===== src/rtl/napt_pkg.sv =====
// Package for the NAPT port translation engine.
// Table sizes, action codes, opcodes and the cell interface structs.
// Used by every module in rtl/.
package napt_pkg;

  localparam int MapEntries     = 16;
  localparam int SessionEntries = 32;
  localparam int BlockEntries   = 8;

  localparam int MapIdxW   = $clog2(MapEntries);
  localparam int MapCntW   = $clog2(MapEntries + 1);
  localparam int SessIdxW  = $clog2(SessionEntries);
  localparam int SessCntW  = $clog2(SessionEntries + 1);
  localparam int BlockIdxW = $clog2(BlockEntries);
  localparam int BlockCntW = $clog2(BlockEntries + 1);

  localparam logic [15:0] InReplyPort  = 16'd4321;
  localparam logic [15:0] OutReplyPort = 16'd1234;
  localparam logic [15:0] PortBaseRst  = 16'd2000;
  localparam logic [15:0] PortStep     = 16'd100;

  typedef enum logic [1:0] {
    OP_OUTBOUND = 2'd0,
    OP_INBOUND  = 2'd1,
    OP_ADD_RANGE = 2'd2,
    OP_CLEAR    = 2'd3
  } op_t;

  typedef enum logic [2:0] {
    ACT_FORWARD    = 3'd0,
    ACT_DROP_REPLY = 3'd1,
    ACT_SILENT     = 3'd2,
    ACT_MAP_FULL   = 3'd3,
    ACT_DONE       = 3'd4,
    ACT_RANGE_FULL = 3'd5
  } action_t;

  typedef enum logic [0:0] {
    CFG_PUBLIC_ADDRESS = 1'b0,
    CFG_PORT_BASE      = 1'b1
  } cfg_idx_t;

  // search key broadcast into the row of cells
  typedef struct packed {
    logic [31:0] ip;
    logic [15:0] port;
    logic [31:0] ip2;
    logic [15:0] port2;
  } key_t;

  // write command to one cell
  typedef struct packed {
    logic        wr;
    logic [31:0] a_ip;
    logic [15:0] a_port;
    logic [31:0] b_ip;
    logic [15:0] b_port;
  } cell_wr_t;

endpackage


===== src/rtl/napt_sess_cell.sv =====
// One session table cell: public pair and remote pair plus valid bit.
// ORs its match into the hit chain. Depends on napt_pkg.
module napt_sess_cell
  import napt_pkg::*;
(
  input  logic     clk,
  input  logic     rst_n,
  input  logic     clr,
  input  cell_wr_t wr,
  input  key_t     key,
  input  logic     hit_in,
  output logic     hit_out
);

  logic valid_r;
  logic [31:0] p_ip_r, r_ip_r;
  logic [15:0] p_port_r, r_port_r;

  always_ff @(posedge clk) begin
    if (!rst_n) begin
      valid_r <= 1'b0;
    end else if (clr) begin
      valid_r <= 1'b0;
    end else if (wr.wr) begin
      valid_r <= 1'b1;
    end
    if (wr.wr) begin
      p_ip_r   <= wr.a_ip;
      p_port_r <= wr.a_port;
      r_ip_r   <= wr.b_ip;
      r_port_r <= wr.b_port;
    end
  end

  assign hit_out = hit_in | (valid_r && p_ip_r == key.ip && p_port_r == key.port &&
                             r_ip_r == key.ip2 && r_port_r == key.port2);

endmodule


===== config.mk =====
export PLATFORM = sky130hd
export DESIGN_NAME = napt_sess_cell
export DESIGN_NICKNAME = d
export VERILOG_FILES = /design/src/rtl/napt_pkg.sv /design/src/rtl/napt_sess_cell.sv
export SDC_FILE = /design/constraint.sdc
export NUM_CORES = 1
export LEC_CHECK = 0
export ABC_CLOCK_PERIOD_IN_PS = 2200
export BUFFER_PORTS_ARGS = -buffer_cell sky130_fd_sc_hd__buf_2
export CORE_MARGIN = 3
export CORE_UTILIZATION = 46
export DETAILED_ROUTE_END_ITERATION = 10
export PLACE_DENSITY = 0.77
export SYNTH_ARGS = -nofsm -noshare
export SYNTH_HDL_FRONTEND = slang
export SYNTH_SLANG_ARGS = --single-unit

===== constraint.sdc =====
create_clock -name clk -period 2.2 [get_ports clk]
set_input_delay 0.44 -clock clk [delete_from_list [all_inputs] [get_ports clk]]
set_output_delay 0.44 -clock clk [all_outputs]
set_load 0.01 [all_outputs]

# After elaboration in Yosys (flattened, before gate mapping)
# Index checks and enable logic that the tools add are counted.
totals:
  reg_bits: 97
  out_inout_bits: 1
  wordCells: 16
op_classes:
  n_reduce_logical: 5
  bitwise_logic: 2
  eq_ne: 4
ops:
  columns: ["op", "n"]
  rows:
  - ["$eq 32x32->1", 2]
  - ["$eq 16x16->1", 2]
  - ["$logic_and 1x1->1", 4]
  - ["$reduce_or 2->1", 1]
  - ["$not 1->1", 1]
  - ["$or 1x1->1", 1]

# Depth between registers and ports, before layout
depth:
  word_depth: 6
  mapped_depth: 5
  depth_no_buf: 5

# Worst setup path before layout
# No wires, ideal clock.
synth_timing:
  kind: "input to output"
  start: "in key[20] (netlist bit)"
  end: "out hit_out"
  t_arrival_ns: 1.613
  stages: 5
  required_time_ns: 1.760
  path_buffers: 0
  setup_slack_ns: 0.147
  path_cell_list: "nor2b_1 a2111o_1 nor4_1 nand4_1 o31ai_2"
synth_via:
  elab_chain_len: 4
synth_lines:
  columns: ["item", "line_no", "text"]
  rows:
  - ["start: declaration", "napt_sess_cell.sv:10", "input key_t key,"]
  - ["$eq 32x32->1", "napt_sess_cell.sv:36", "r_ip_r == key.ip2 && r_port_r == key.port2);"]
  - ["$logic_and 1x1->1", "napt_sess_cell.sv:35", "assign hit_out = hit_in | (valid_r && p_ip_r == key.ip && p_port_r == key.port &&"]
  - ["$logic_and 1x1->1", "napt_sess_cell.sv:36", null]
  - ["$or 1x1->1", "napt_sess_cell.sv:35", null]
  - ["end: declaration", "napt_sess_cell.sv:12", "output logic hit_out"]
# No other way between the ends.

# Final worst setup path
layout_timing:
  start: "reg p_ip_r[8]"
  end: "out hit_out"
layout_via:
  elab_chain_len: 6
layout_lines:
  columns: ["item", "line_no", "text"]
  rows:
  - ["start: declaration", "napt_sess_cell.sv:16", "logic [31:0] p_ip_r, r_ip_r;"]
  - ["start signal: assignment", "napt_sess_cell.sv:28", "p_ip_r <= wr.a_ip;"]
  - ["$eq 32x32->1", "napt_sess_cell.sv:35", null]
  - ["$logic_and 1x1->1 (3 in a row)", "napt_sess_cell.sv:35", null]
  - ["$logic_and 1x1->1", "napt_sess_cell.sv:36", null]
  - ["$or 1x1->1", "napt_sess_cell.sv:35", null]
# No other way between the ends.

==> metrics.csv <==
metric,value,unit
final hold viol count,0,
Syn Nets,470,
ratio of cells with drive above 1 in the final layout,0.463,
Net Sw Power,0.828,mW
Synth cell types,25,
CTS Hold Buffers Added,0,
Max clock buf depth,2,
worst setup path end,hit_out,
Die W,101,um
Setup CP Type,flip-flop to output pin,
crit path max fanout,2,
Routed WL per cell,16.2,um
Seq pwr share,0.609,
Clock Latency Late Sink,340,ps
Sink Count,97,
DRC,0,
GPL Wtd Cong,0.795,
Crit Reg-Reg Startpoint,valid_r,
cell chain of the critical path,inv_1 > buf_4 > a2111o_1 > nor4_2 > nand4_1 > o31ai_2 > buf_2,
Non-Filler Instances,605,
clk_skew,0,ps
Total Power,3.70,mW
DP Cell Count,591,
RR Endpoint,valid_r,
Register-to-Register Path Depth,2,
status,"complete, but fails checks",
post-synth top area cell,edfxtp_1,
Worst Setup SP,p_ip_r[8],
Pins Over Slew Limit,0,
"Seq/Total Area, Yosys",0.694,
cell family with most CP delay,compound AO/OA/AOI/OAI gates,
Min-Delay Path Class,input port to flip-flop,
first-pass GRT wire length,15000,um
CP Depth,7,
Slew HR,0.723,
peak per-stage delay on the critical path,430,ps
fin crit share,1.13,
min Tclk post-route,2490,ps
Die ar.,10300,um2
DP Wirelength,8140,um
Num CTS Buffers,9,
async set or reset register ratio after synthesis,0,
vias in the first global route,3206,
grt ovf,0,
register bit total from synthesis,97,
combinational share of power,0.135,
CP bufs+invs,3,
startpoint types,flip-flop,
failing checks,negative setup slack,
WP data arrival,2050,ps
I/O Pins,198,
# fillers,692,
DIE HEIGHT,101,um
diodes inserted,0,
initial drt markers,90,
PortBufs,197,
CP endpoint kind,output pin,
Post-Syn Area,4180,um2
Net Sw Frac,0.224,
pre-CTS worst setup slack,-243,ps
post-route setup slack,-288,ps
"most common cell after layout, fill and taps aside",buf_2,
share of total power in the clock network,0.256,
VDD IR max,0.000359,V
P_int,2.87,mW
Synth Instances,273,
Root Driver,clkbuf_8,
total number of vias,2956,
area delta synth->final,34.4,%
initial antenna violation count,0,
Critical-path top delay cell,a2111o_1,
Post-synth EDFFs,96,
post-synth top area share,0.689,
endpoints failing setup,1,
pwr/cell area,658,nW/um2
ANT nets after route,0,
Worst Max-Slew Pin Slew,415,ps
largest net degree at the start of global routing,32,
starting density of the core,0.477,
Final Util,0.641,
synth top area cells,"edfxtp_1 (69%), xnor2_1 (10%), nor2b_1 (3.1%)",
"leading cell types in the layout, fill and taps excluded","buf_2 (196), edfxtp_1 (96), xnor2_1 (48)",
max_cap viols,0,
post-route setup TNS,-288,ps
fin nets,691,
CTS clock-pin slew for the worst setup and hold paths,90,ps
Via density,4.89,
Finished Cell Area,5620,um2
H-tree depth,3,
drt pass-1 iters,4,
WL final,9780,um
Site Rows,34,
f_max,402,MHz
Placeable Area,8760,um2
R2R setup slack,1540,ps
Syn. warnings,0,
CTS tree,built,
hold_ws,244,ps
RSZ-0062 raised after global routing,true,
Tot GR Track Use,0.196,
Required @ worst endpoint,1760,ps
Avg Inst Size Synth,15.3,um2
Post-synth top flop,edfxtp_1,
Placed Area,5430,um2
P_leak,2.32,nW
[layer usage]
layer  track usage  part of all wire  vias to the layer above
met4        0.0675             0.012                        0
met1         0.218              0.36                     1373
met5             0                 0                        -
met3        0.0592             0.092                        8
li1              -                 -                     1461
met2         0.356              0.54                      114
[power by group through the flow]
stage	logic [mW]	registers, mW	clock network [mW]
final	0.500	2.25	0.947
after global routing	0.554	2.27	1.08
after CTS	0.506	2.25	0.984
after detailed placement	0.496	2.30	0
after global placement	0.483	2.29	0
after floorplan	0.210	2.28	0
[cell families (layout without fill, tap and decap cells)]
family | after synthesis | in the layout | share of synthesized area
XOR/XNOR | 57 | 57 | 0.119
AO/OA/AOI/OAI | 27 | 27 | 0.0584
flip-flops | 97 | 97 | 0.694
AND/OR/NAND/NOR | 68 | 68 | 0.107
buffers and inverters | 24 | 248 | 0.0215
[timing repair]
item	CTS	global route
endpoints found under the hold margin	0	0
setup buffers	0	0
endpoints found under the setup margin	1	1
pin swaps	7	2
resized for setup	6	1
[synthesized netlist by cell type (all sizes together) (3+ instances only)]
cell,count
a2111o,7
a22o,3
edfxtp,96
inv,24
nand2b,18
nand4,15
nor2b,21
nor4,10
o2111ai,6
o22ai,6
xnor2,48
xor2,9
[sequential cells by signal (all words and copies together) (netlist names)]
name,flops
p_ip_r,32
r_ip_r,32
p_port_r,16
r_port_r,16
valid_r,1
[how the worst min path moves through the flow]
| stage | start | end | slack [ps] | cells past startpoint |
|---|---|---|---|---|
| global route | clr | valid_r | 220 | 2 |
| global placement | valid_r | valid_r | 490 | 2 |
| floorplan | valid_r | valid_r | 470 | 2 |
| finish | clr | valid_r | 240 | 2 |
| detailed placement | valid_r | valid_r | 520 | 2 |
| CTS | clr | valid_r | 230 | 2 |
[cell type report]
type / count / area (um2) / area share
sequential: 97 / 2900 / 0.517
timing repair buffer: 210 / 1110 / 0.198
clock buffer: 10 / 128 / 0.0227
multi-input combinational: 152 / 1230 / 0.219
inverter: 24 / 90.1 / 0.0160
clock inverter: 4 / 22.5 / 0.00401
tap: 108 / 135 / 0.0240
(Power assumes the default switching activity.)
