File: config.mk
export PLATFORM = sky130hd
export DESIGN_NAME = napt_block_cell
export DESIGN_NICKNAME = d
export VERILOG_FILES = /design/src/rtl/napt_pkg.sv /design/src/rtl/napt_block_cell.sv
export SDC_FILE = /design/constraint.sdc
export NUM_CORES = 1
export LEC_CHECK = 0
export BUFFER_PORTS_ARGS = -buffer_cell sky130_fd_sc_hd__buf_2
export CORE_AREA = 10 10 72 74
export DETAILED_ROUTE_END_ITERATION = 10
export DIE_AREA = 0 0 82 84
export GPL_ROUTABILITY_DRIVEN = 1
export GPL_TIMING_DRIVEN = 0
export HOLD_SLACK_MARGIN = 0.05
export PLACE_DENSITY = 0.76
export SETUP_SLACK_MARGIN = 0.02
export SKIP_CTS_REPAIR_TIMING = 1
export SLEW_MARGIN = 10
export SYNTH_ARGS = -nofsm -noshare
export SYNTH_HDL_FRONTEND = slang
export SYNTH_SLANG_ARGS = --single-unit
export TNS_END_PERCENT = 50
File: constraint.sdc
create_clock -name clk -period 4.3 [get_ports clk]
set_input_delay 0 -clock clk [delete_from_list [all_inputs] [get_ports clk]]
set_output_delay 0 -clock clk [all_outputs]
set_load 0.05 [all_outputs]
File: src/rtl/napt_pkg.sv
// Package for the NAPT port translation engine.
// Table sizes, action codes, opcodes and the cell interface structs.
// Used by every module in rtl/.
package napt_pkg;

  localparam int MapEntries     = 16;
  localparam int SessionEntries = 32;
  localparam int BlockEntries   = 8;

  localparam int MapIdxW   = $clog2(MapEntries);
  localparam int MapCntW   = $clog2(MapEntries + 1);
  localparam int SessIdxW  = $clog2(SessionEntries);
  localparam int SessCntW  = $clog2(SessionEntries + 1);
  localparam int BlockIdxW = $clog2(BlockEntries);
  localparam int BlockCntW = $clog2(BlockEntries + 1);

  localparam logic [15:0] InReplyPort  = 16'd4321;
  localparam logic [15:0] OutReplyPort = 16'd1234;
  localparam logic [15:0] PortBaseRst  = 16'd2000;
  localparam logic [15:0] PortStep     = 16'd100;

  typedef enum logic [1:0] {
    OP_OUTBOUND = 2'd0,
    OP_INBOUND  = 2'd1,
    OP_ADD_RANGE = 2'd2,
    OP_CLEAR    = 2'd3
  } op_t;

  typedef enum logic [2:0] {
    ACT_FORWARD    = 3'd0,
    ACT_DROP_REPLY = 3'd1,
    ACT_SILENT     = 3'd2,
    ACT_MAP_FULL   = 3'd3,
    ACT_DONE       = 3'd4,
    ACT_RANGE_FULL = 3'd5
  } action_t;

  typedef enum logic [0:0] {
    CFG_PUBLIC_ADDRESS = 1'b0,
    CFG_PORT_BASE      = 1'b1
  } cfg_idx_t;

  // search key broadcast into the row of cells
  typedef struct packed {
    logic [31:0] ip;
    logic [15:0] port;
    logic [31:0] ip2;
    logic [15:0] port2;
  } key_t;

  // write command to one cell
  typedef struct packed {
    logic        wr;
    logic [31:0] a_ip;
    logic [15:0] a_port;
    logic [31:0] b_ip;
    logic [15:0] b_port;
  } cell_wr_t;

endpackage

File: src/rtl/napt_block_cell.sv
// One blocked port range cell with valid bit.
// ORs its in-range test into the hit chain. Depends on napt_pkg.
module napt_block_cell
  import napt_pkg::*;
(
  input  logic        clk,
  input  logic        rst_n,
  input  logic        clr,
  input  logic        wr,
  input  logic [15:0] wr_first,
  input  logic [15:0] wr_last,
  input  logic [15:0] port,
  input  logic        hit_in,
  output logic        hit_out
);

  logic valid_r;
  logic [15:0] first_r, last_r;

  always_ff @(posedge clk) begin
    if (!rst_n) begin
      valid_r <= 1'b0;
    end else if (clr) begin
      valid_r <= 1'b0;
    end else if (wr) begin
      valid_r <= 1'b1;
    end
    if (wr) begin
      first_r <= wr_first;
      last_r  <= wr_last;
    end
  end

  assign hit_out = hit_in | (valid_r && port >= first_r && port <= last_r);

endmodule

### Word-level counts from Yosys, hierarchy flattened

Index checks and enable logic that the tools add are counted.

| storage, ports and cells | value |
|---|---|
| input port bits | 53 |
| output and inout bits | 1 |
| word-level logic and storage cells | 10 |
| register bits | 33 |

| cells by class | value |
|---|---|
| reduce and logical (&&, ||, !) cells | 3 |
| bitwise logic cells | 2 |
| $lt $le $gt $ge | 2 |

Operator list:

| operator | number |
|---|---|
| $ge 16x16->1 | 1 |
| $le 16x16->1 | 1 |
| $logic_and 1x1->1 | 2 |
| $reduce_or 2->1 | 1 |
| $not 1->1 | 1 |
| $or 1x1->1 | 1 |

### Depth between registers and ports, before layout

Gate-level depths: netlist of the first run.

| depth | value |
|---|---|
| depth in word-level cells | 4 |
| depth in mapped cells | 7 |

### Worst setup path before layout of the first run

Ideal clock, no wire load.

| timing | value |
|---|---|
| path kind | register to output |
| start | register last_r[14] |
| end | output hit_out |
| setup slack | 2,527 ps |
| stages on the path, launching flop included | 8 |
| buffers on the path | 0 |
| data required time | 4,300 ps |
| arrival time | 1,773 ps |
| path through | edfxtp_1 > inv_1 > ha_1 > a21oi_1 > nand2_1 > a211o_1 > nor3_1 > o32a_1 |

| on the way | value |
|---|---|
| longest elaborated chain between the ends | 3 |

RTL lines:

| item | line | source |
|---|---|---|
| from (decl) | napt_block_cell.sv:18 | `logic [15:0] first_r, last_r;` |
| from (signal assigned) | napt_block_cell.sv:30 | `last_r <= wr_last;` |
| $le 16x16->1 | napt_block_cell.sv:34 | `assign hit_out = hit_in \| (valid_r && port >= first_r && port <= last_r);` |
| $logic_and 1x1->1 | napt_block_cell.sv:34 |  |
| $or 1x1->1 | napt_block_cell.sv:34 |  |
| to (decl) | napt_block_cell.sv:14 | `output logic hit_out` |

No other way between the ends.

### Worst setup path in the final report of the first run

Same ends and word-level chain as after synthesis.

==> results of run 1 <==
final cells by class:
type	count	area [um2]
repair buffers	87	606
fillers	318	1300
multi-input cells	83	709
clock inverters	3	12.5
well taps	50	62.6
clock buffers	5	68.8
inverters	32	120
flip-flops and latches	33	981
worst max-delay path, delay by kind of cell (launching register included):
kind            cells  cell delay, ns
buf+inv             2            0.33
simple gates        2            0.30
flops               1            0.37
fa+ha+maj           1            0.26
compound gates      3            0.63
sequential cells by signal (all words and copies together), names as in the netlist:
name and cells:
valid_r 1, last_r 16, first_r 16
layer usage:
layer	vias to the layer above	routed length, um	global-route usage [%]
met2	36	2160	17.0
met4	0	59	3.25
met1	587	1440	10.5
li1	722	-	-
met5	-	0	0
met3	7	335	5.39
cells by family after synthesis:
group	Yosys count	synth area share, %
AO/OA/AOI/OAI	24	8.29
adder cells (fa/ha/maj)	32	22.1
buffers and inverters	32	6.63
flip-flops	33	54.2
AND/OR/NAND/NOR	27	8.78
power by group:
part	total, W	switching, W	internal (W)
sequential	0.000387	0.00000636	0.000381
clock	0.000210	0.000101	0.000109
combinational	0.000144	0.0000689	0.0000751
total	0.000741	0.000176	0.000564
how the worst min path moves through the flow:
stage               start         to  slack (ns)  cells past startpoint
global placement      clr    valid_r        0.16                      2
detailed placement    clr    valid_r        0.17                      2
floorplan             clr    valid_r        0.08                      1
CTS                   clr    valid_r       -0.12                      2
finish                 wr  last_r[1]        0.32                      1
global route           wr  last_r[0]        0.36                      1
cells in the final DEF (no fill, tap or decap), drive strengths merged, types with 2 or more instances in the layout:
| master | Yosys | final |
|---|---|---|
| buf | 0 | 53 |
| dlygate4sd3 | 0 | 34 |
| inv | 32 | 32 |
| ha | 32 | 32 |
| edfxtp | 32 | 32 |
| a21oi | 12 | 12 |
| nand2 | 5 | 5 |
| o21ai | 5 | 5 |
| clkbuf | 0 | 5 |
| nand4 | 5 | 5 |
| nor2 | 4 | 4 |
| nand3 | 3 | 3 |
| nor3 | 3 | 3 |
| clkinv | 0 | 3 |
| nor2b | 2 | 2 |
| nor3b | 2 | 2 |
through the flow:
stage | util, % | instances | power [W] | cell area (um2)
after global placement | 55.5 | 251 | 0.000508 | 2140
after floorplan | - | 148 | 0.000463 | 1810
after CTS | 57.6 | 259 | 0.000723 | 2220
final | 66.4 | 293 | 0.000741 | 2560
after detailed placement | 55.5 | 251 | 0.000513 | 2140
after global routing | 66.4 | 293 | 0.000790 | 2560
==> results.md, run 1 <==
- Critical Path Source Type: register
- Sequential share of the synthesized area: between 50% and 60%
- TritonCTS Sinks: 33
- Synth top cells by count: edfxtp_1, ha_1, inv_1
- TritonCTS buffer count: 5
- Slew Limit Fails: 0
- Tightest Hold Check Type: in2reg
- Yosys warns: 0
- Final setup margin: approximately 2.1 ns
- Clock transition at path regs: roughly 0.06 ns
- Num rows: 23
- Critical path capture point type: primary output
- Worst setup path endpoint: hit_out
- Residual DRC: 0
- Vias: between 1000 and 1500
- First-pass GRT wire length: between 5000 and 6000 um
- Rel. slew slack: roughly 52%
- Post-DP HPWL: approximately 2800 um
- Max cap viols: 0
- Input/output buffers: 53
- Dpl ws: between 2 and 2.5 ns
- Top cell type's share of synthesized area: a little over half
- Achievable clock frequency: roughly 0.46 GHz
- Synth async-reset ratio: 0%
- RSZ-0062 raised after global routing: false
- FF-to-FF path depth: 3
- Remaining Overflow, GRT: 0
- Reg2reg setup slack: 2.95 ns
- Routed WL: around 4000 um
- WHS: around 0.32 ns
- Status: complete, no violations
- Core box area: about 0.0039 mm2
- Wire per inst: about 14 um
- Clock Tree Buf Depth: 2
- Area growth from synthesis to layout: 41.4%
- Worst VDD drop: 0.244 mV
- CTS tree: yes
- Share of post-route cells with drive strength above 1: between 20% and 30%
- Final ANT Viol Nets: 0
- Period utilization: approximately half
- Post-synthesis cell type count: 24
- Hold Vio Cnt, Final: 0
- Final nets: 327
- Initial DRT Pass Iterations: 2
- CP max FO: 3
- Synthesized area per cell: roughly 12 um2
- Cells after synthesis: ~150
- Vias in the first global route: 1362
- Total Routing Usage GR: slightly above 10%
- Worst R2R End: valid_r
- CP Class: reg2out
- Initial Util: 47.0%
- Die Span Y: about 84 um
- IO Pins: 54
- 1st-iter DRT viols: 36
- Crit path time final: between 2 and 2.5 ns
- Worst path max stage delay: around 0.37 ns
- Initial antenna violation count: 0
- Clk Latency, worst-skew pair: ~0.27 ns
- Diodes inserted: 0
- Slew @ Worst Pin: 0.713 ns
- Post-synth EDFFs: 32
- Syn nets: approximately 230
- Ys flop type: edfxtp_1
- LEAKAGE: around 1.2 nW
- Largest net degree at the start of global routing: 34
- RD Place Congestion: roughly 0.77
- Post-Syn Area: 0.00181 mm2
- Setup TNS: 0 ns
- Die width: 82 um
- Post-Route Skew: 0 ns
- Final setup fails: 0
- Area leader, netlist: edfxtp_1
- Die area: slightly below 0.007 mm2
- PwrDens: 289 mW/mm2
- CTS root buffer: clkbuf_8
- Synthesized flop and latch total: 33
- Reg-to-reg startpoint: valid_r
- Crit path required time: between 4 and 5 ns
- CP cell instances: inv_1 > ha_1 > a21oi_1 > nand2_1 > a211o_1 > nor3_1 > o32a_1 > buf_2
- WP data arrival: approximately 2.2 ns
- Critical path's slowest cell: edfxtp_1
- Crit path launch: last_r[14]
- Ranking of synthesized cells by area: edfxtp_1, ha_1, inv_1
- H-tree depth: 2
- Vias per Instance: approximately 4.6
(Power assumes the default switching activity.)
==> inputs of run 2 (changes only) <==
- CORE_AREA: 10 10 72 74 -> 10 10 74 76
- DIE_AREA: 0 0 82 84 -> 0 0 84 86
- PLACE_DENSITY: 0.76 -> 0.75
- clock period: 4.3 -> 1.92 ns (I/O delays scaled with it)
==> run 2 against run 1 <==
Compared with the run above: the run now ends with setup timing left; via count grew 1.8%; clock power up 130%; sequential share of layout area about the same; combinational power grew 120%; total power rose by 130%; cell count unchanged; count of clock-buffer cells in the layout increased by 3; utilization decreased by 2.0 points; setup slack got worse by 2.4 ns; hold slack worse by 0.0044 ns; sequential cell count stayed put; die area increased by 4.9%; largest cell class unchanged.
==> results.md, run 2 (synthesis gave the netlist of run 1 again) <==
- Worst Hold Path Cells: 1 (unchanged)
- Initial Util: 45.6% (-1.4 points)
- CTS tree: yes
- Achievable clock frequency: 0.467 GHz
- Biggest regs: first_r: 16 flops, last_r: 16 flops, valid_r: 1 flops
- First-pass GRT wire length: 5870 um (+6.1%)
- PwrDens: 654 mW/mm2 (+130%)
- CP top delay family: simple AND/OR/NAND/NOR gates
- Critical path capture point type: primary output
- Fin area: 0.00256 mm2 (about the same)
- Remaining Overflow, GRT: 0 (unchanged)
- Crit path time final: about 2.1 ns
- Tightest Hold Check Type: in2reg
- Share of post-route cells with drive strength above 1: 25.5% (-0.41 points)
- WHS: 0.319 ns (-0.00437 ns)
- Max layer used: met4
- Wire per inst: 14.0 um (+2.5%)
- Leading cell type in the layout, fill and taps excluded: buf_2
- Worst VDD drop: 0.438 mV (+80%)
- Residual DRC: 0 (unchanged)
- Vias in the first global route: 1395 (+2.4%)
- RSZ-0062 raised after global routing: true
- Reg2reg setup slack: 0.63 ns (-2.32 ns)
- RD Place Congestion: 0.728 (-5.1%)
- WP buf/inv: 2 (unchanged)
- IO Pins: 54 (unchanged)
- Final nets: 327 (unchanged)
- TritonCTS buffer count: 5 (unchanged)
- Clock Tree Buf Depth: 2 (unchanged)
- Area growth from synthesis to layout: 41.3% (about the same)
- Internal power: 0.00128 W (+130%)
- Net Sw Frac: 23.6% (-0.20 points)
- Rel. slew slack: 52.3% (-0.21 points)
- Post-DP HPWL: 3010 um (+7.0%)
- Clock transition at path regs: 0.07 ns (about the same)
- Die area: 0.00722 mm2 (+4.9%)
- CP cell instances: inv_1 > ha_1 > a21oi_1 > nor2b_1 > o21ai_0 > or4b_1 > o32a_1 > buf_2
- CP max FO: 2 (-1)
- Largest net degree at the start of global routing: 34 (unchanged)
- Die Span Y: 86 um (+2.4%)
- Most frequent cells in the layout: buf_2, dlygate4sd3_1, inv_1, ha_1, edfxtp_1
- Slew Limit Fails: 0 (unchanged)
- Diodes inserted: 0 (unchanged)
- Sw Pwr: 0.000395 W (+120%)
- Routed length on met2: 2240 um (+3.7%)
- CP Class: reg2out
- TritonCTS Sinks: 33 (unchanged)
- Critical path depth in cells: 8 (unchanged)
- Status: finished with violations
- WP data arrival: 2.14 ns (-0.03 ns)
- Vias per Instance: 4.70 (+1.8%)
- H-tree depth: 2 (unchanged)
- Clk pwr share: 28.9% (+0.6 points)
- Clk Latency, worst-skew pair: 0.28 ns (about the same)
- Critical Path Source Type: register
- Core box area: 0.00397 mm2 (+3.0%)
- CTS root buffer: clkbuf_8
- Post-Route Skew: 0 ns (unchanged)
- Worst path max stage delay: 0.45 ns (+0.08 ns)
- Routed WL: 4090 um (+2.5%)
- Gate power share: 19.3% (about the same)
- Input/output buffers: 53 (unchanged)
- LEAKAGE: 1.22 nW (-0.29%)
- 1st-iter DRT viols: 35 (-2.8%)
- Final setup margin: -0.224 ns (-2.35 ns)
- DP Area: 0.00214 mm2 (unchanged)
- Die width: 84 um (+2.4%)
- Metal3 WL: 262 um (-22%)
- Final core utilization: 64.4% (-2.0 points)
- Met1 wire length: 1560 um (+8.1%)
- Initial antenna violation count: 0 (unchanged)
- Final ANT Viol Nets: 0 (unchanged)
- Crit path required time: 1.92 ns (-2.38 ns)
- Hold Vio Cnt, Final: 0 (unchanged)
- Register share of total power: 51.8% (-0.5 points)
- Slew @ Worst Pin: 0.716 ns (+0.00313 ns)
- Num rows: 23 (unchanged)
- Critical path's slowest cell: or4b_1
- Vias: 1376 (+1.8%)
- Setup TNS: -0.224 ns (-0.224 ns)
- Max cap viols: 0 (unchanged)
- Total Routing Usage GR: 10.0% (-0.14 points)
- Failing checks: setup timing
- Period utilization: 112%
- Final setup fails: 1 (+1)
- Initial DRT Pass Iterations: 4 (+2)
- FF-to-FF path depth: 3 (unchanged)
run 2: changes by cell type in the layout (fill, tap and decap cells not counted), sizes merged:
| cell | change |
|---|---|
| clkbuf | +3 |
| clkinv | -3 |
run 2: stage by stage:
step                total power, W  cells  worst slack (ns)
floorplan                  0.00104    148             0.147
global placement           0.00114    251             0.101
detailed placement         0.00115    251            0.0484
CTS                        0.00164    259            -0.269
global route               0.00178    293            -0.385
finish                     0.00167    293            -0.224
run 2: worst register-to-register path: cells and delay by family (launching register included):
kind                   cells  cell delay, ns
DFF                        1            0.36
buffers and inverters      1            0.58
and+or+nand+nor            2            0.30
run 2: layout make-up:
type | count | area, um2
Fill cell | 315 | 1410
Inverter | 32 | 120
Timing Repair Buffer | 87 | 606
Clock buffer | 8 | 80.1
Multi-Input combinational cell | 83 | 709
Tap cell | 50 | 62.6
Sequential cell | 33 | 981
run 2: worst paths after layout:
kind                    start    endpoint
setup / recovery  first_r[13]     hit_out
hold / removal             wr  last_r[13]
setup reg to reg      valid_r     valid_r
hold reg to reg       valid_r     valid_r
run 2: routing by layer:
layer  vias to the layer above  GRT usage, %
li1                        721             -
met1                       615          10.1
met2                        36          18.3
met3                         4          3.88
met4                         0          3.65
met5                         -             0
run 2: power by group through the flow:
stage,clock [W],combinational [W],sequential (W)
3_3_place_gp,0,0.000258,0.000880
2_1_floorplan,0,0.000158,0.000878
6_report,0.000483,0.000323,0.000867
3_5_place_dp,0,0.000271,0.000882
5_1_grt,0.000539,0.000371,0.000871
4_1_cts,0.000501,0.000273,0.000867
==> inputs of run 3 (changes only) <==
- CORE_AREA: 10 10 74 76 -> 5 5 69 71
- DIE_AREA: 0 0 84 86 -> 0 0 74 76
- PLACE_DENSITY: 0.75 -> 0.78
==> run 3 against run 2 <==
Compared with the run above: the run still ends with setup timing left; setup slack improved by 0.084 ns; utilization decreased by 2.3 points; cell count increased by 0.68%; sequential share of layout area decreased by 0.52 points; register-to-register slack improved by 0.07 ns; hold slack got worse by 0.0015 ns; first-iteration DRC count increased by 8.6%; global-route usage increased by 1.7 points; clock power increased by 25%; critical endpoint unchanged; highest routed layer unchanged.
==> results.md, run 3 (synthesis gave the netlist of run 1 again) <==
- Total Routing Usage GR: 11.7% (+1.7 points)
- Largest net degree at the start of global routing: 34 (unchanged)
- Finished Layout Cells: 295 (+0.68%)
- First-pass GRT wire length: 5040 um (-14%)
- Crit path launch: last_r[1]
- CP top delay family: compound AO/OA/AOI/OAI gates
- Initial DRT Pass Iterations: 4 (unchanged)
- Die width: 74 um (-12%)
- WP buf/inv: 2 (unchanged)
- H-tree depth: 2 (unchanged)
- Achievable clock frequency: 0.485 GHz (+4.1%)
- LEAKAGE: 1.24 nW (+1.2%)
- Critical Path Source Type: register
- Area growth from synthesis to layout: 43.3%
- Biggest regs: first_r: 16 flops, last_r: 16 flops, valid_r: 1 flops
- Gate power share: 18.3% (-1.0 points)
- Slew @ Worst Pin: 0.706 ns (-0.00998 ns)
- Rel. slew slack: 52.9% (+0.67 points)
- RSZ-0062 raised after global routing: true
- Period utilization: 107% (-4.4 points)
- Worst VDD drop: 0.656 mV (+50%)
- CTS tree: yes
- Routed WL: 3980 um (-2.8%)
- Most frequent cells in the layout: buf_2, dlygate4sd3_1, inv_1, ha_1, edfxtp_1
- Fin area: 0.00259 mm2 (+1.4%)
- Final nets: 327 (unchanged)
- CP max FO: 2 (unchanged)
- WP data arrival: 2.06 ns (-0.08 ns)
- Critical path depth in cells: 8 (unchanged)
- Post-Route Skew: 0 ns (unchanged)
- Worst Hold Path Cells: 1 (unchanged)
- Register share of total power: 48.1% (-3.7 points)
- Worst path max stage delay: 0.35 ns (-0.10 ns)
- Tightest Hold Check Type: in2reg
- Failing checks: setup timing
- Critical path capture point type: primary output
- Vias: 1410 (+2.5%)
- Slew Limit Fails: 0 (unchanged)
- Crit path required time: 1.92 ns (about the same)
- CP Class: reg2out
- Residual DRC: 0 (unchanged)
- Worst setup path endpoint: hit_out
- Internal power: 0.00141 W (+10%)
- Clk pwr share: 33.6% (+4.7 points)
- Clk Latency, worst-skew pair: 0.28 ns (about the same)
- Vias in the first global route: 1298 (-7.0%)
- Post-DP HPWL: 2590 um (-14%)
- Input/output buffers: 53 (unchanged)
- Critical path's slowest cell: o32a_1
- Wire per inst: 13.5 um (-3.4%)
- Leading cell type in the layout, fill and taps excluded: buf_2
- Max cap viols: 0 (unchanged)
- Net Sw Frac: 21.9% (-1.7 points)
- Share of post-route cells with drive strength above 1: 25.9% (+0.41 points)
- 1st-iter DRT viols: 38 (+8.6%)
- Clock transition at path regs: 0.06 ns (about the same)
- PwrDens: 695 mW/mm2 (+6.3%)
- Die area: 0.00562 mm2 (-22%)
- Hold Vio Cnt, Final: 0 (unchanged)
- Num rows: 24 (+4.3%)
- Die Span Y: 76 um (-12%)
- Final ANT Viol Nets: 0 (unchanged)
- Clock Tree Buf Depth: 2 (unchanged)
- Reg-to-reg startpoint: valid_r
- DP Area: 0.00214 mm2 (+0.12%)
- Initial Util: 43.4% (-2.2 points)
- Core box area: 0.00417 mm2 (+5.1%)
- Reg2reg setup slack: 0.70 ns (+0.07 ns)
- CP cell instances: inv_1 > ha_1 > nor2b_1 > o211ai_1 > a2111oi_2 > nor3_1 > o32a_1 > buf_6
- Final setup fails: 1 (unchanged)
- Diodes inserted: 0 (unchanged)
- RD Place Congestion: 0.717 (-1.6%)
- TritonCTS Sinks: 33 (unchanged)
- IO Pins: 54 (unchanged)
- TritonCTS buffer count: 5 (unchanged)
- Remaining Overflow, GRT: 0 (unchanged)
- Crit path time final: 2.06 ns (-0.0836 ns)
- Vias per Instance: 4.78 (+1.8%)
- Status: finished with violations
- Worst R2R End: valid_r
- Sw Pwr: 0.000395 W (about the same)
- Final setup margin: -0.140 ns (+0.0836 ns)
- Cells after DPL: 253 (+0.80%)
- FF-to-FF path depth: 3 (unchanged)
- CTS root buffer: clkbuf_8
- Initial antenna violation count: 0 (unchanged)
==> run 3: changes by cell type in the layout (fill, tap and decap cells not counted), sizes merged <==
| cell | delta |
|---|---|
| clkinv | +1 |
| clkbuf | -2 |
| bufinv | +1 |
==> run 3: worst min path at each step <==
| stage | from | to | slack, ns |
|---|---|---|---|
| 2_1_floorplan | clr | valid_r | 0.08 |
| 3_3_place_gp | clr | valid_r | 0.17 |
| 3_5_place_dp | clr | valid_r | 0.17 |
| 4_1_cts | clr | valid_r | -0.13 |
| 5_1_grt | wr | last_r[15] | 0.34 |
| 6_report | wr | first_r[0] | 0.32 |
==> run 3: final cells by class <==
class / instances / area, um2
Clock buffer: 6 / 72.6
Inverter: 32 / 120
Fill cell: 316 / 1580
Sequential cell: 33 / 981
Clock inverter: 2 / 33.8
Timing Repair Buffer: 87 / 612
Tap cell: 52 / 65.1
Multi-Input combinational cell: 83 / 709
==> run 3: through the flow <==
stage | power, W | setup TNS [ns] | hold slack (ns) | setup slack (ns) | util, %
floorplan | 0.00104 | 0 | 0.0761 | 0.147 | -
global placement | 0.00114 | 0 | 0.165 | 0.110 | 51.3
detailed placement | 0.00115 | 0 | 0.170 | 0.107 | 51.3
CTS | 0.00175 | -0.210 | -0.129 | -0.210 | 53.8
global route | 0.00191 | -0.288 | 0.344 | -0.288 | 62.1
finish | 0.00180 | -0.140 | 0.317 | -0.140 | 62.1
==> run 3: power by group through the flow <==
stage / registers, W / logic, W / clock network (W)
2_1_floorplan: 0.000878 / 0.000158 / 0
3_3_place_gp: 0.000880 / 0.000259 / 0
3_5_place_dp: 0.000882 / 0.000270 / 0
4_1_cts: 0.000867 / 0.000272 / 0.000615
5_1_grt: 0.000871 / 0.000376 / 0.000662
6_report: 0.000867 / 0.000329 / 0.000606
==> run 3: per-layer routing <==
layer / wire length, um / global-route usage [%] / vias up / share of wire (%)
met5: 0 / 0 / - / 0
met4: 55 / 5.43 / 0 / 1.4
met3: 200 / 4.22 / 6 / 5.0
met2: 2350 / 20.4 / 38 / 59
met1: 1380 / 12.2 / 644 / 35
li1: - / - / 722 / -
