**src/rtl/napt_pkg.sv**
```systemverilog
// Package for the NAPT port translation engine.
// Table sizes, action codes, opcodes and the cell interface structs.
// Used by every module in rtl/.
package napt_pkg;

  localparam int MapEntries     = 16;
  localparam int SessionEntries = 32;
  localparam int BlockEntries   = 8;

  localparam int MapIdxW   = $clog2(MapEntries);
  localparam int MapCntW   = $clog2(MapEntries + 1);
  localparam int SessIdxW  = $clog2(SessionEntries);
  localparam int SessCntW  = $clog2(SessionEntries + 1);
  localparam int BlockIdxW = $clog2(BlockEntries);
  localparam int BlockCntW = $clog2(BlockEntries + 1);

  localparam logic [15:0] InReplyPort  = 16'd4321;
  localparam logic [15:0] OutReplyPort = 16'd1234;
  localparam logic [15:0] PortBaseRst  = 16'd2000;
  localparam logic [15:0] PortStep     = 16'd100;

  typedef enum logic [1:0] {
    OP_OUTBOUND = 2'd0,
    OP_INBOUND  = 2'd1,
    OP_ADD_RANGE = 2'd2,
    OP_CLEAR    = 2'd3
  } op_t;

  typedef enum logic [2:0] {
    ACT_FORWARD    = 3'd0,
    ACT_DROP_REPLY = 3'd1,
    ACT_SILENT     = 3'd2,
    ACT_MAP_FULL   = 3'd3,
    ACT_DONE       = 3'd4,
    ACT_RANGE_FULL = 3'd5
  } action_t;

  typedef enum logic [0:0] {
    CFG_PUBLIC_ADDRESS = 1'b0,
    CFG_PORT_BASE      = 1'b1
  } cfg_idx_t;

  // search key broadcast into the row of cells
  typedef struct packed {
    logic [31:0] ip;
    logic [15:0] port;
    logic [31:0] ip2;
    logic [15:0] port2;
  } key_t;

  // write command to one cell
  typedef struct packed {
    logic        wr;
    logic [31:0] a_ip;
    logic [15:0] a_port;
    logic [31:0] b_ip;
    logic [15:0] b_port;
  } cell_wr_t;

endpackage

```
**src/rtl/napt_map_cell.sv**
```systemverilog
// One mapping table cell: local and public pair plus valid bit.
// Compares both sides against a key; chains a first-hit index down the row.
// Depends on napt_pkg.
module napt_map_cell
  import napt_pkg::*;
(
  input  logic                 clk,
  input  logic                 rst_n,
  input  logic                 clr,
  input  cell_wr_t             wr,
  input  key_t                 key,
  input  logic [MapIdxW-1:0]   my_idx,
  input  logic                 hit_loc_in,
  input  logic [MapIdxW-1:0]   idx_loc_in,
  input  logic                 hit_pub_in,
  input  logic [MapIdxW-1:0]   idx_pub_in,
  output logic                 hit_loc_out,
  output logic [MapIdxW-1:0]   idx_loc_out,
  output logic                 hit_pub_out,
  output logic [MapIdxW-1:0]   idx_pub_out,
  output logic [31:0]          loc_ip,
  output logic [15:0]          loc_port,
  output logic [31:0]          pub_ip,
  output logic [15:0]          pub_port
);

  logic valid_r;
  logic [31:0] loc_ip_r, pub_ip_r;
  logic [15:0] loc_port_r, pub_port_r;
  logic m_loc, m_pub;

  always_ff @(posedge clk) begin
    if (!rst_n) begin
      valid_r <= 1'b0;
    end else if (clr) begin
      valid_r <= 1'b0;
    end else if (wr.wr) begin
      valid_r <= 1'b1;
    end
    if (wr.wr) begin
      loc_ip_r   <= wr.a_ip;
      loc_port_r <= wr.a_port;
      pub_ip_r   <= wr.b_ip;
      pub_port_r <= wr.b_port;
    end
  end

  assign m_loc = valid_r && loc_ip_r == key.ip && loc_port_r == key.port;
  assign m_pub = valid_r && pub_ip_r == key.ip2 && pub_port_r == key.port2;

  // lower index sits upstream: keep an earlier hit
  assign hit_loc_out = hit_loc_in | m_loc;
  assign idx_loc_out = hit_loc_in ? idx_loc_in : my_idx;
  assign hit_pub_out = hit_pub_in | m_pub;
  assign idx_pub_out = hit_pub_in ? idx_pub_in : my_idx;
  assign loc_ip   = loc_ip_r;
  assign loc_port = loc_port_r;
  assign pub_ip   = pub_ip_r;
  assign pub_port = pub_port_r;

endmodule

```
**config.mk**
```make
export PLATFORM = sky130hd
export DESIGN_NAME = napt_map_cell
export DESIGN_NICKNAME = d
export VERILOG_FILES = /design/src/rtl/napt_pkg.sv /design/src/rtl/napt_map_cell.sv
export SDC_FILE = /design/constraint.sdc
export NUM_CORES = 1
export LEC_CHECK = 0
export BUFFER_PORTS_ARGS = -buffer_cell sky130_fd_sc_hd__buf_2
export CAP_MARGIN = 20
export CELL_PAD_IN_SITES_DETAIL_PLACEMENT = 0
export CELL_PAD_IN_SITES_GLOBAL_PLACEMENT = 1
export CORE_AREA = 3 3 121 123
export DETAILED_ROUTE_END_ITERATION = 16
export DIE_AREA = 0 0 124 126
export GPL_ROUTABILITY_DRIVEN = 0
export PLACE_DENSITY_LB_ADDON = 0.05
export SLEW_MARGIN = 25
export SYNTH_ARGS = -nofsm -noshare
export SYNTH_HDL_FRONTEND = slang
export SYNTH_SLANG_ARGS = --single-unit
```
**constraint.sdc**
```tcl
create_clock -name clk -period 3 [get_ports clk]
set_clock_uncertainty 0.1 [all_clocks]
set_input_delay 0.6 -clock clk [delete_from_list [all_inputs] [get_ports clk]]
set_output_delay 0.6 -clock clk [all_outputs]
set_load 0.1 [all_outputs]
```
After elaboration in Yosys (flattened, before gate mapping)
Cells that the tools add are included.
Widths: inputs -> output; s select.
{"block": "word_totals", "wordCells": 19, "reg_bits": 97, "input_bits": 210, "output_inout_bits": 106}
{"block": "classes", "bitwise": 3, "reduce_logical": 5, "mux": 2, "eq_ne": 4}
{"cell": "$eq 32x32->1", "n": 2}
{"cell": "$eq 16x16->1", "n": 2}
{"cell": "$mux 4", "n": 2}
{"cell": "$logic_and 1x1->1", "n": 4}
{"cell": "$or 1x1->1", "n": 2}
{"cell": "$reduce_or 2->1", "n": 1}
{"cell": "$not 1->1", "n": 1}

Longest topological paths before layout
Gate-level depths: netlist of run 1.
{"block": "depth", "ltp_word": 4, "mapped_depth": 5}

Worst setup path after synthesis of run 1
No wires, ideal clock.
{"block": "synth_timing", "path_type": "register -> output", "startpoint": "register loc_ip_r[8], in the netlist loc_ip[8]", "endpoint": "output hit_loc_out", "arrival_ns": 3.046, "path_stages_with_launch": 6, "path_buffers": 0, "slack_ns": -0.746, "path_cell_list": "edfxtp_1 xnor2_1 nand4_1 nor4_1 nand4_1 o21bai_1"}
{"block": "synth_between", "elab_chain_cells": 4}
{"element": "from (decl)", "line_no": "napt_map_cell.sv:28", "source": "logic [31:0] loc_ip_r, pub_ip_r;"}
{"element": "from (signal assigned)", "line_no": "napt_map_cell.sv:41", "source": "loc_ip_r <= wr.a_ip;"}
{"element": "$eq 32x32->1", "line_no": "napt_map_cell.sv:48", "source": "assign m_loc = valid_r && loc_ip_r == key.ip && loc_port_r == key.port;"}
{"element": "$logic_and 1x1->1 (2 in a row)", "line_no": "napt_map_cell.sv:48"}
{"element": "$or 1x1->1", "line_no": "napt_map_cell.sv:52", "source": "assign hit_loc_out = hit_loc_in | m_loc;"}
{"element": "to (decl)", "line_no": "napt_map_cell.sv:17", "source": "output logic hit_loc_out,"}
No other way between the ends.

Final worst setup path of run 1
{"block": "layout_timing", "startpoint": "register pub_port_r[14], in the netlist pub_port[14]", "endpoint": "output hit_pub_out"}
{"block": "layout_between", "elab_chain_cells": 3}
{"element": "from (decl)", "line_no": "napt_map_cell.sv:29", "source": "logic [15:0] loc_port_r, pub_port_r;"}
{"element": "from (signal assigned)", "line_no": "napt_map_cell.sv:44", "source": "pub_port_r <= wr.b_port;"}
{"element": "$eq 16x16->1", "line_no": "napt_map_cell.sv:49", "source": "assign m_pub = valid_r && pub_ip_r == key.ip2 && pub_port_r == key.port2;"}
{"element": "$logic_and 1x1->1", "line_no": "napt_map_cell.sv:49"}
{"element": "$or 1x1->1", "line_no": "napt_map_cell.sv:54", "source": "assign hit_pub_out = hit_pub_in | m_pub;"}
{"element": "to (decl)", "line_no": "napt_map_cell.sv:19", "source": "output logic hit_pub_out,"}
No other way between the ends.

==> parameters.txt, run 1 <==
Parameter                              Value

Worst setup path
  Number of cells on the worst reg-to-reg path ... 2
  Required time at the worst-slack endpoint ... 2.30 ns
  Worst path arrival time ... between 2 and 2.5 ns
  Type of the setup path with the least slack ... flop to output port
  Register-to-register setup slack ... 2.21 ns
  Kind of capture point of the worst setup path ... output port
  Type of origin of the critical path ... flop
  Largest driver fanout on the critical path ... 2
  Origin of the critical flop-to-flop path ... valid_r
  R2R Path End ... valid_r

Routing
  Average via count per standard cell ... 4.257
  First-pass iteration count of the detailed router ... 4
  Routed WL per cell ... 17.10 um
  DRT antenna net count ... 0
  Starting DRT DRC Count ... 89
  Post-route DRC ... 0
  Final wirelength ... 12820 um
  Count of vias placed by the detailed router ... 3193

CTS
  Inserted Clock Buffers ... 9
  Clock-pin slew on the worst setup and hold paths ... 0.06 ns
  Max clock buf depth ... 2
  Buffer count from post-CTS setup fixing ... 0
  Depth of the CTS H-tree ... 3
  Number of cells upsized or downsized after cts ... 0
  CTS Root Buffer Type ... clkbuf_16
  Hold buffers post-CTS ... 0
  Sinks on Clock Net ... 97
  Clock network latency to the later pin of the worst-skew pair ... 0.34 ns
  CTS tree ... built

Power and ir drop
  Areal power density over the cells ... between 600 and 700 nW/um^2
  Leak Pwr ... around 2.7 nW
  Total design power ... 4.164 mW
  Peak supply drop ... about 0.0004 V

Final layout
  Area overhead of the layout relative to synthesis ... 53.63%
  Sequential cell area ... 2903 um^2
  Final Net Count ... 776
  Leading cell type in the layout, fill and taps excluded ... buf_2
  Fin cells ... 750
  Highest-count cells in the layout ignoring fill and taps ... buf_2 (312), edfxtp_1 (96), xnor2_1 (61)
  Post-route standard cell area excluding fillers ... approximately 6200 um^2
  Area taken by multi-input logic gates ... 1177 um^2
  Share of cells above drive strength 1 ... 60.11%
  Filler cells ... between 1000 and 1500

Floorplan
  I/O pin count ... 316
  Vertical die dimension ... around 130 um
  Width of the die ... approximately 120 um
  Core footprint ... 13770 um^2
  Rows ... 43
  Starting Density ... 29.52%
  Die footprint ... around 16000 um^2

Global routing
  Total routing usage reported by global routing ... 16.00%
  Maximum number of pins on one net before global-route repair ... 51
  Leftover overflow at the end of global routing ... 0
  First-pass GRT wire length ... 18160 um
  Number of global-route vias before repair ... 3424
  Initial antenna violation count ... 2

Synth
  Area contributors post-synth ... edfxtp_1 (71%), xnor2_1 (13%), xor2_1 (7.3%)
  Flip-flop and latch count after synthesis ... 97
  Post-synthesis compound-gate area fraction ... less than 1%
  Synth Area in Simple Gates ... 5.108%
  Register area share after synthesis ... 71.38%
  Post-Synthesis Cell Area ... 4066 um^2
  Area leader, netlist ... edfxtp_1
  Synth warnings ... 0
  Cells after Synth ... 238
  Largest family of logic cells by synthesized area ... XOR/XNOR gates
  Synth cell types ... 17
  Area share of the largest cell type after synthesis ... 70.89%
  Mean instance size in the synthesized netlist ... around 17 um^2
  Adder and majority gate portion of the synthesized area ... 0%
  Number of nets in the synthesized netlist ... 448
  Share of cell area taken by muxes after synthesis ... 2.215%
  XOR/XNOR Fraction of Synth Area ... 20.46%

Worst hold path
  Hold Path Sink ... valid_r
  Number of cells traversed by the worst hold path ... 2
  Hold path start ... clr
  Type of the tightest min-delay check ... input pin to flop

Flow run
  Max-capacitance violation count ... 0

Run status
  Run status ... complete, no violations

Placement
  DP Wirelength ... ~11000 um
  Instance count after placement with tap cells included ... 735
  Placed cell area ... 5939 um^2
  PortBufs ... between 300 and 400

STA
  Endpoints failing setup ... 0
  Worst-case headroom to the max-slew limit ... approximately two thirds
  Fin. max-slew vios ... 0
  Shortest clock period the worst path allows after layout ... roughly 2.8 ns
  RSZ-0062 raised after global routing ... no
  Final Cycle Share ... 94.99%
  Worst Hold Margin ... 0.3159 ns
  Sum Neg Setup Slack ... 0 ns
  Maximum clock frequency ... 350.9 MHz
  Slew at the pin closest to its max-slew limit ... 0.5319 ns
  Count of final hold-check violations ... 0
## synthesized netlist by cell type
cell       count
a21oi_1        1
a31o_1         1
dfxtp_1        1
edfxtp_1      96
inv_1          1
mux2_2         8
nand3_1        1
nand4_1       17
nor2_1         1
nor3_1         2
nor3b_1        1
nor4_1        10
nor4_2         1
o2111ai_1      1
o21bai_1       1
xnor2_1       61
xor2_1        34
## worst max-delay path by stage
| stage | start | endpoint | slack [ns] |
|---|---|---|---|
| finish | pub_port[14] | hit_pub_out | 0.15 |
| global placement | key[32] | hit_pub_out | 0.14 |
| detailed placement | key[32] | hit_pub_out | 0.11 |
| global route | pub_port[14] | hit_pub_out | 0.05 |
| CTS | pub_port[15] | hit_pub_out | 0.007 |
| floorplan | loc_ip[8] | hit_loc_out | 0.07 |
## power breakdown
group | switching (mW) | internal [mW]
clock | 0.471 | 0.719
sequential | 0.0692 | 1.61
combinational | 1.01 | 0.281
## metal layers
layer  wire [um]  up-vias  global-route usage, %
li1            -     1547                      -
met1        4056     1443                  14.94
met2        6900      183                  29.88
met3        1591       18                  6.466
met4         260        2                  7.088
met5          13        -                      0
## critical path, stage by stage, from the launching register on
cell	delay, ns
edfxtp_1	0.43
xor2_1	0.16
nor4_1	0.37
nand4_1	0.19
nor4_2	0.24
a31o_2	0.24
buf_12	0.18
## registers in the layout, summed over array words and instances, names as in the netlist
| name | cells |
|---|---|
| valid_r | 1 |
| pub_ip | 32 |
| loc_port | 16 |
| pub_port | 16 |
| loc_ip | 32 |
## metrics by stage
stage / setup slack [ns] / util [%]
after floorplan: 0.06726 / -
after global placement: 0.1362 / 43.12
after detailed placement: 0.1084 / 43.12
after CTS: 0.006730 / 45.29
after global routing: 0.04894 / 45.36
final: 0.1504 / 45.36
## layout make-up
cell class	instances	share of cell area (%)
flip-flops and latches	97	46.46
clock buffers	10	3.665
well taps	180	3.605
repair buffers	317	26.20
diodes	1	0.04006
clock inverters	4	1.122
multi-input cells	140	18.85
inverters	1	0.06008
## cells by family after synthesis
logic type	count (synthesis)
AO/OA/AOI/OAI	4
XOR/XNOR	95
flip-flops	97
AND/OR/NAND/NOR	33
buffers and inverters	1
multiplexers	8
Power figures use the tool's default switching activity.
==> run 2: changes to the inputs <==
- CORE_AREA: 3 3 121 123 -> default
- CORE_MARGIN: default -> 3
- CORE_UTILIZATION: default -> 30
- DIE_AREA: 0 0 124 126 -> default
- clock period: 3 -> 2.7 ns (I/O delays scaled with it)
==> parameters.txt, run 2 (synthesis results as in run 1) <==
Parameter                              Value

Worst setup path
  Worst path arrival time ... 2.05 ns (was 2.15 ns)
  Required time at the worst-slack endpoint ... 2.06 ns (was 2.30 ns)
  R2R Path End ... valid_r (unchanged)
  Register-to-register setup slack ... 1.92 ns (was 2.21 ns)
  Type of the setup path with the least slack ... flop to output port (unchanged)
  Origin of the critical flop-to-flop path ... valid_r (unchanged)
  Kind of capture point of the worst setup path ... output port (unchanged)
  Type of origin of the critical path ... flop (unchanged)
  Largest driver fanout on the critical path ... 2 (unchanged)
  Number of cells on the worst reg-to-reg path ... 2 (unchanged)

Floorplan
  Die footprint ... 14990 um^2 (was 15620 um^2)
  Rows ... 41 (was 43)
  I/O pin count ... 316 (unchanged)
  Vertical die dimension ... 122.4 um (was 126 um)
  Starting Density ... 31.46% (was 29.52%)
  Core footprint ... 12930 um^2 (was 13770 um^2)
  Width of the die ... 122.4 um (was 124 um)

Global routing
  Initial antenna violation count ... 3 (was 2)
  Total routing usage reported by global routing ... 16.95% (was 16.00%)
  First-pass GRT wire length ... 18480 um (was 18160 um)
  Maximum number of pins on one net before global-route repair ... 41 (was 51)
  Leftover overflow at the end of global routing ... 0 (unchanged)
  Number of global-route vias before repair ... 3461 (was 3424)

Routing
  Final wirelength ... 13050 um (was 12820 um)
  Starting DRT DRC Count ... 118 (was 89)
  Average via count per standard cell ... 4.322 (was 4.257)
  Routed WL per cell ... 17.42 um (was 17.10 um)
  Count of vias placed by the detailed router ... 3237 (was 3193)
  DRT antenna net count ... 0 (unchanged)
  First-pass iteration count of the detailed router ... 4 (unchanged)
  Post-route DRC ... 0 (unchanged)

Worst hold path
  Hold path start ... clr (unchanged)
  Hold Path Sink ... valid_r (unchanged)
  Type of the tightest min-delay check ... input pin to flop (unchanged)
  Number of cells traversed by the worst hold path ... 2 (unchanged)

STA
  RSZ-0062 raised after global routing ... yes (was no)
  Worst-case headroom to the max-slew limit ... 65.66% (was 64.78%)
  Worst Hold Margin ... 0.2596 ns (was 0.3159 ns)
  Slew at the pin closest to its max-slew limit ... 0.5186 ns (was 0.5319 ns)
  Crit path setup slack, layout ... 0.006726 ns (was 0.1504 ns)
  Fin. max-slew vios ... 0 (unchanged)
  Count of final hold-check violations ... 0 (unchanged)
  Endpoints failing setup ... 0 (unchanged)
  Shortest clock period the worst path allows after layout ... about 2.7 ns
  Final Cycle Share ... between 90% and 100%
  Maximum clock frequency ... between 300 and 400 MHz

Power and ir drop
  Net Sw Frac ... 38.62% (was 37.23%)
  Internal Power ... 2.728 mW (was 2.614 mW)
  Net load switching power ... 1.716 mW (was 1.550 mW)
  Peak supply drop ... 0.0003750 V (was 0.0003916 V)
  Gate power share ... 32.5% (was 31.0%)
  Clk network pwr share ... 25.4% (was 28.6%)
  Areal power density over the cells ... 709.0 nW/um^2 (was 666.6 nW/um^2)
  Leak Pwr ... 2.701 nW (was 2.697 nW)
  Part of the power in registers ... 42.1% (was 40.4%)

CTS
  Depth of the CTS H-tree ... 3 (unchanged)
  Inserted Clock Buffers ... 9 (unchanged)
  Clock network latency to the later pin of the worst-skew pair ... 0.33 ns (was 0.34 ns)
  CTS tree ... built (unchanged)
  Sinks on Clock Net ... 97 (unchanged)
  CTS Root Buffer Type ... clkbuf_16 (unchanged)
  Buffer count from post-CTS setup fixing ... 0 (unchanged)
  Clock-pin slew on the worst setup and hold paths ... 0.06 ns (about the same)
  Max clock buf depth ... 2 (unchanged)

Final layout
  Area overhead of the layout relative to synthesis ... 54.15% (was 53.63%)
  Leading cell type in the layout, fill and taps excluded ... buf_2 (unchanged)
  Highest-count cells in the layout ignoring fill and taps ... buf_2 (312), edfxtp_1 (96), xnor2_1 (60) (was buf_2 (312), edfxtp_1 (96), xnor2_1 (61))
  Final Net Count ... 780 (was 776)
  Post-route standard cell area excluding fillers ... 6269 um^2 (was 6247 um^2)
  Share of cells above drive strength 1 ... 60.70% (was 60.11%)
  Final Util ... 48.49% (was 45.36%)

Placement
  Pre-CTS WS ... -0.01676 ns (was 0.1084 ns)
  Placed cell area ... 5968 um^2 (was 5939 um^2)
  DP Wirelength ... 11110 um (was 10750 um)
  PortBufs ... 315 (unchanged)

Run status
  Run status ... complete, no violations (unchanged)

Flow run
  Max-capacitance violation count ... 0 (unchanged)
-- run 2: worst max-delay path by stage --
stage | start | end | slack (ns)
2_1_floorplan | loc_port[0] | hit_loc_out | -0.16
3_3_place_gp | key[48] | hit_loc_out | 0.03
3_5_place_dp | key[48] | hit_loc_out | -0.02
4_1_cts | loc_port[0] | hit_loc_out | -0.09
5_1_grt | loc_ip[3] | hit_loc_out | -0.09
6_report | loc_port[0] | hit_loc_out | 0.007
-- run 2: final cells by class --
| class | count | area (um^2) |
|---|---|---|
| diodes | 2 | 5.005 |
| multi-input cells | 140 | 1219 |
| clock buffers | 12 | 236.5 |
| well taps | 172 | 215.2 |
| clock inverters | 4 | 20.02 |
| repair buffers | 321 | 1667 |
| inverters | 1 | 3.754 |
| flip-flops and latches | 97 | 2903 |
| fillers | 1240 | 6659 |
-- run 2: worst max-delay path: stages (launching register included) --
cell and delay, ns:
edfxtp_1 0.40, xnor2_1 0.17, nand4_1 0.14, nor4_2 0.33
buf_4 0.15, nand4_1 0.15, o21bai_4 0.18, buf_12 0.19
-- run 2: power groups by stage --
stage / combinational (mW) / clock (mW) / sequential [mW]
2_1_floorplan: 0.246 / 0 / 2.74
3_3_place_gp: 1.44 / 0 / 1.90
3_5_place_dp: 1.45 / 0 / 1.90
4_1_cts: 1.45 / 1.18 / 1.87
5_1_grt: 1.50 / 1.23 / 1.89
6_report: 1.44 / 1.13 / 1.87
-- run 2: metrics by stage --
stage               total power [mW]   TNS, ns  std cells
finish                         4.444         0        749
global route                   4.615   -0.1201        749
CTS                            4.503  -0.09136        747
detailed placement             3.350  -0.01676        731
global placement               3.342         0        731
floorplan                      2.982   -0.1635        238
-- run 2: timing repair --
action,CTS,global route
pin swaps,1,5
setup endpoints to repair,2,2
resized for setup,3,3
hold buffers,0,0
-- run 2: layer usage --
layer,vias to the layer above,GRT usage [%],routed length (um)
li1,1563,-,-
met1,1465,17.23,4389
met2,181,30.44,6797
met3,26,6.359,1414
met4,2,8.328,423
met5,-,0,20
==> run 3: changes to the inputs <==
- PLACE_DENSITY: default -> 0.78
- PLACE_DENSITY_LB_ADDON: 0.05 -> default
- RECOVER_POWER: default -> 50
==> parameters.txt, run 3 (synthesis results as in run 1) <==
Parameter                              Value

Worst setup path
  Largest driver fanout on the critical path ... 2 (unchanged)
  Ordered list of cells on the worst path ... xor2_1 > nor4_1 > nand4_1 > nor4_4 > a31o_4 > buf_12 (was xnor2_1 > nand4_1 > nor4_2 > buf_4 > nand4_1 > o21bai_4 > buf_12)
  Worst path arrival time ... 2.06 ns (was 2.05 ns)
  R2R Path End ... valid_r (unchanged)
  Number of cells on the worst reg-to-reg path ... 2 (unchanged)
  Type of the setup path with the least slack ... flop to output port (unchanged)
  Type of origin of the critical path ... flop (unchanged)
  Register-to-register setup slack ... 1.87 ns (was 1.92 ns)
  Origin of the critical flop-to-flop path ... valid_r (unchanged)
  Kind of capture point of the worst setup path ... output port (unchanged)
  Worst stage delay on the critical path ... 0.43 ns (was 0.40 ns)
  Master of the slowest instance on the critical path ... edfxtp_1 (unchanged)
  Required time at the worst-slack endpoint ... 2.06 ns (about the same)

Global routing
  Initial antenna violation count ... 0 (was 3)
  First-pass GRT wire length ... 17790 um (was 18480 um)
  Total routing usage reported by global routing ... 15.88% (was 16.95%)
  Leftover overflow at the end of global routing ... 0 (unchanged)
  Maximum number of pins on one net before global-route repair ... 45 (was 41)
  Number of global-route vias before repair ... 3495 (was 3461)

CTS
  Hold buffers post-CTS ... 0 (unchanged)
  Max clock buf depth ... 2 (unchanged)
  Depth of the CTS H-tree ... 3 (unchanged)
  Sinks on Clock Net ... 97 (unchanged)
  Clock network latency to the later pin of the worst-skew pair ... 0.34 ns (was 0.33 ns)
  CTS Root Buffer Type ... clkbuf_16 (unchanged)
  Clock-pin slew on the worst setup and hold paths ... 0.06 ns (about the same)
  CTS tree ... built (unchanged)
  Inserted Clock Buffers ... 9 (unchanged)

Run status
  Run status ... finished, violations left (was complete, no violations)
  Violated checks ... negative setup slack

Routing
  Count of vias placed by the detailed router ... 3257 (was 3237)
  DRT antenna net count ... 0 (unchanged)
  Final wirelength ... 12540 um (was 13050 um)
  Average via count per standard cell ... 4.378 (was 4.322)
  Starting DRT DRC Count ... 122 (was 118)
  First-pass iteration count of the detailed router ... 5 (was 4)
  Post-route DRC ... 0 (unchanged)
  Routed WL per cell ... 16.85 um (was 17.42 um)

Floorplan
  Starting Density ... 31.46% (unchanged)
  Rows ... 41 (unchanged)
  Vertical die dimension ... 122.4 um (unchanged)
  Core footprint ... 12930 um^2 (unchanged)
  Die footprint ... 14990 um^2 (unchanged)
  I/O pin count ... 316 (unchanged)
  Width of the die ... 122.4 um (unchanged)

Worst hold path
  Hold Path Sink ... valid_r (unchanged)
  Type of the tightest min-delay check ... input pin to flop (unchanged)
  Number of cells traversed by the worst hold path ... 2 (unchanged)
  Hold path start ... clr (unchanged)

STA
  Maximum clock frequency ... 370.2 MHz (was 371.3 MHz)
  Shortest clock period the worst path allows after layout ... 2.701 ns (was 2.693 ns)
  RSZ-0062 raised after global routing ... yes (unchanged)
  Crit path setup slack, layout ... -0.001009 ns (was 0.006726 ns)
  Slew at the pin closest to its max-slew limit ... 1.462 ns (was 0.5186 ns)
  Final Cycle Share ... 100.0% (was 99.75%)
  Fin. max-slew vios ... 0 (unchanged)
  Count of final hold-check violations ... 0 (unchanged)
  Worst-case headroom to the max-slew limit ... 2.542% (was 65.66%)
  Endpoints failing setup ... 1 (was 0)

Final layout
  Final Util ... 48.31% (was 48.49%)
  Antenna Diode Count ... 0 (was 2)
  Fin cells ... 744 (was 749)
  Post-route standard cell area excluding fillers ... 6245 um^2 (was 6269 um^2)
  Leading cell type in the layout, fill and taps excluded ... buf_2 (unchanged)
  Area overhead of the layout relative to synthesis ... 53.57% (was 54.15%)
  Highest-count cells in the layout ignoring fill and taps ... buf_2 (311), edfxtp_1 (96), xnor2_1 (61) (was buf_2 (312), edfxtp_1 (96), xnor2_1 (60))
  Share of cells above drive strength 1 ... 60.14% (was 60.70%)
  Final Net Count ... 777 (was 780)

Power and ir drop
  Total design power ... 4.591 mW (was 4.444 mW)
  Peak supply drop ... 0.0003900 V (was 0.0003750 V)
  Leak Pwr ... 2.699 nW (was 2.701 nW)
  Areal power density over the cells ... 735.1 nW/um^2 (was 709.0 nW/um^2)

Placement
  Instance count after placement with tap cells included ... 728 (was 731)
  DP Wirelength ... 10560 um (was 11110 um)
  PortBufs ... 315 (unchanged)
  Pre-CTS WS ... 0.01710 ns (was -0.01676 ns)
  Placed cell area ... 5946 um^2 (was 5968 um^2)

Flow run
  Max-capacitance violation count ... 0 (unchanged)
-- run 3: changes by cell type in the layout (fill, tap and decap cells not counted), moves of 2 or more --
cell | before | now
buf_4 | 6 | 1
nor4_2 | 6 | 2
nor4_1 | 5 | 8
clkinv_1 | 2 | 0
diode_2 | 2 | 0
-- run 3: how the worst max path moves through the flow --
stage | from | to | slack, ns
floorplan | loc_port[0] | hit_loc_out | -0.16
global placement | key[14] | hit_pub_out | 0.06
detailed placement | key[14] | hit_pub_out | 0.02
CTS | pub_port[14] | hit_pub_out | -0.1
global route | pub_ip[13] | hit_pub_out | -0.14
finish | pub_port[15] | hit_pub_out | -0.001
-- run 3: layer usage --
metal / wire, um / track usage, % / vias to the layer above
li1: - / - / 1556
met1: 4578 / 17.40 / 1499
met2: 6443 / 27.59 / 178
met3: 1182 / 5.484 / 24
met4: 332 / 7.418 / 0
met5: 0 / 0 / -
-- run 3: what timing repair did --
action	4_1_cts	5_1_grt
pin swaps	1	9
resized for setup	2	1
endpoints found under the setup margin	2	2
buffers inserted	0	0
-- run 3: per-stage QoR --
step	hold slack, ns	setup TNS, ns
finish	0.2603	-0.001009
global route	0.2456	-0.4956
CTS	0.2435	-0.09598
detailed placement	0.4831	0
global placement	0.4745	0
floorplan	0.3858	-0.1635
-- run 3: where the power goes --
part	internal (mW)	switching (mW)	total, mW
logic	0.311	1.13	1.44
clock network	0.740	0.536	1.28
registers	1.79	0.0817	1.88
total	2.85	1.75	4.59
-- run 3: area by class of cell --
cell class                 count  area, um^2
multi-input combinational    140        1201
sequential                    97        2903
tap                          172       215.2
clock buffer                  11       242.7
clock inverter                 5       55.05
timing repair buffer         318        1624
inverter                       1       3.754
fill                        1199        6683
-- run 3: critical path, delay by kind of cell, from the launching register on --
family	cells	cell delay, ns
xor gates and xnor gates	1	0.17
DFF	1	0.43
AOI/OAI and AO/OA	1	0.22
buffers and inverters	1	0.17
and+or+nand+nor	3	0.73
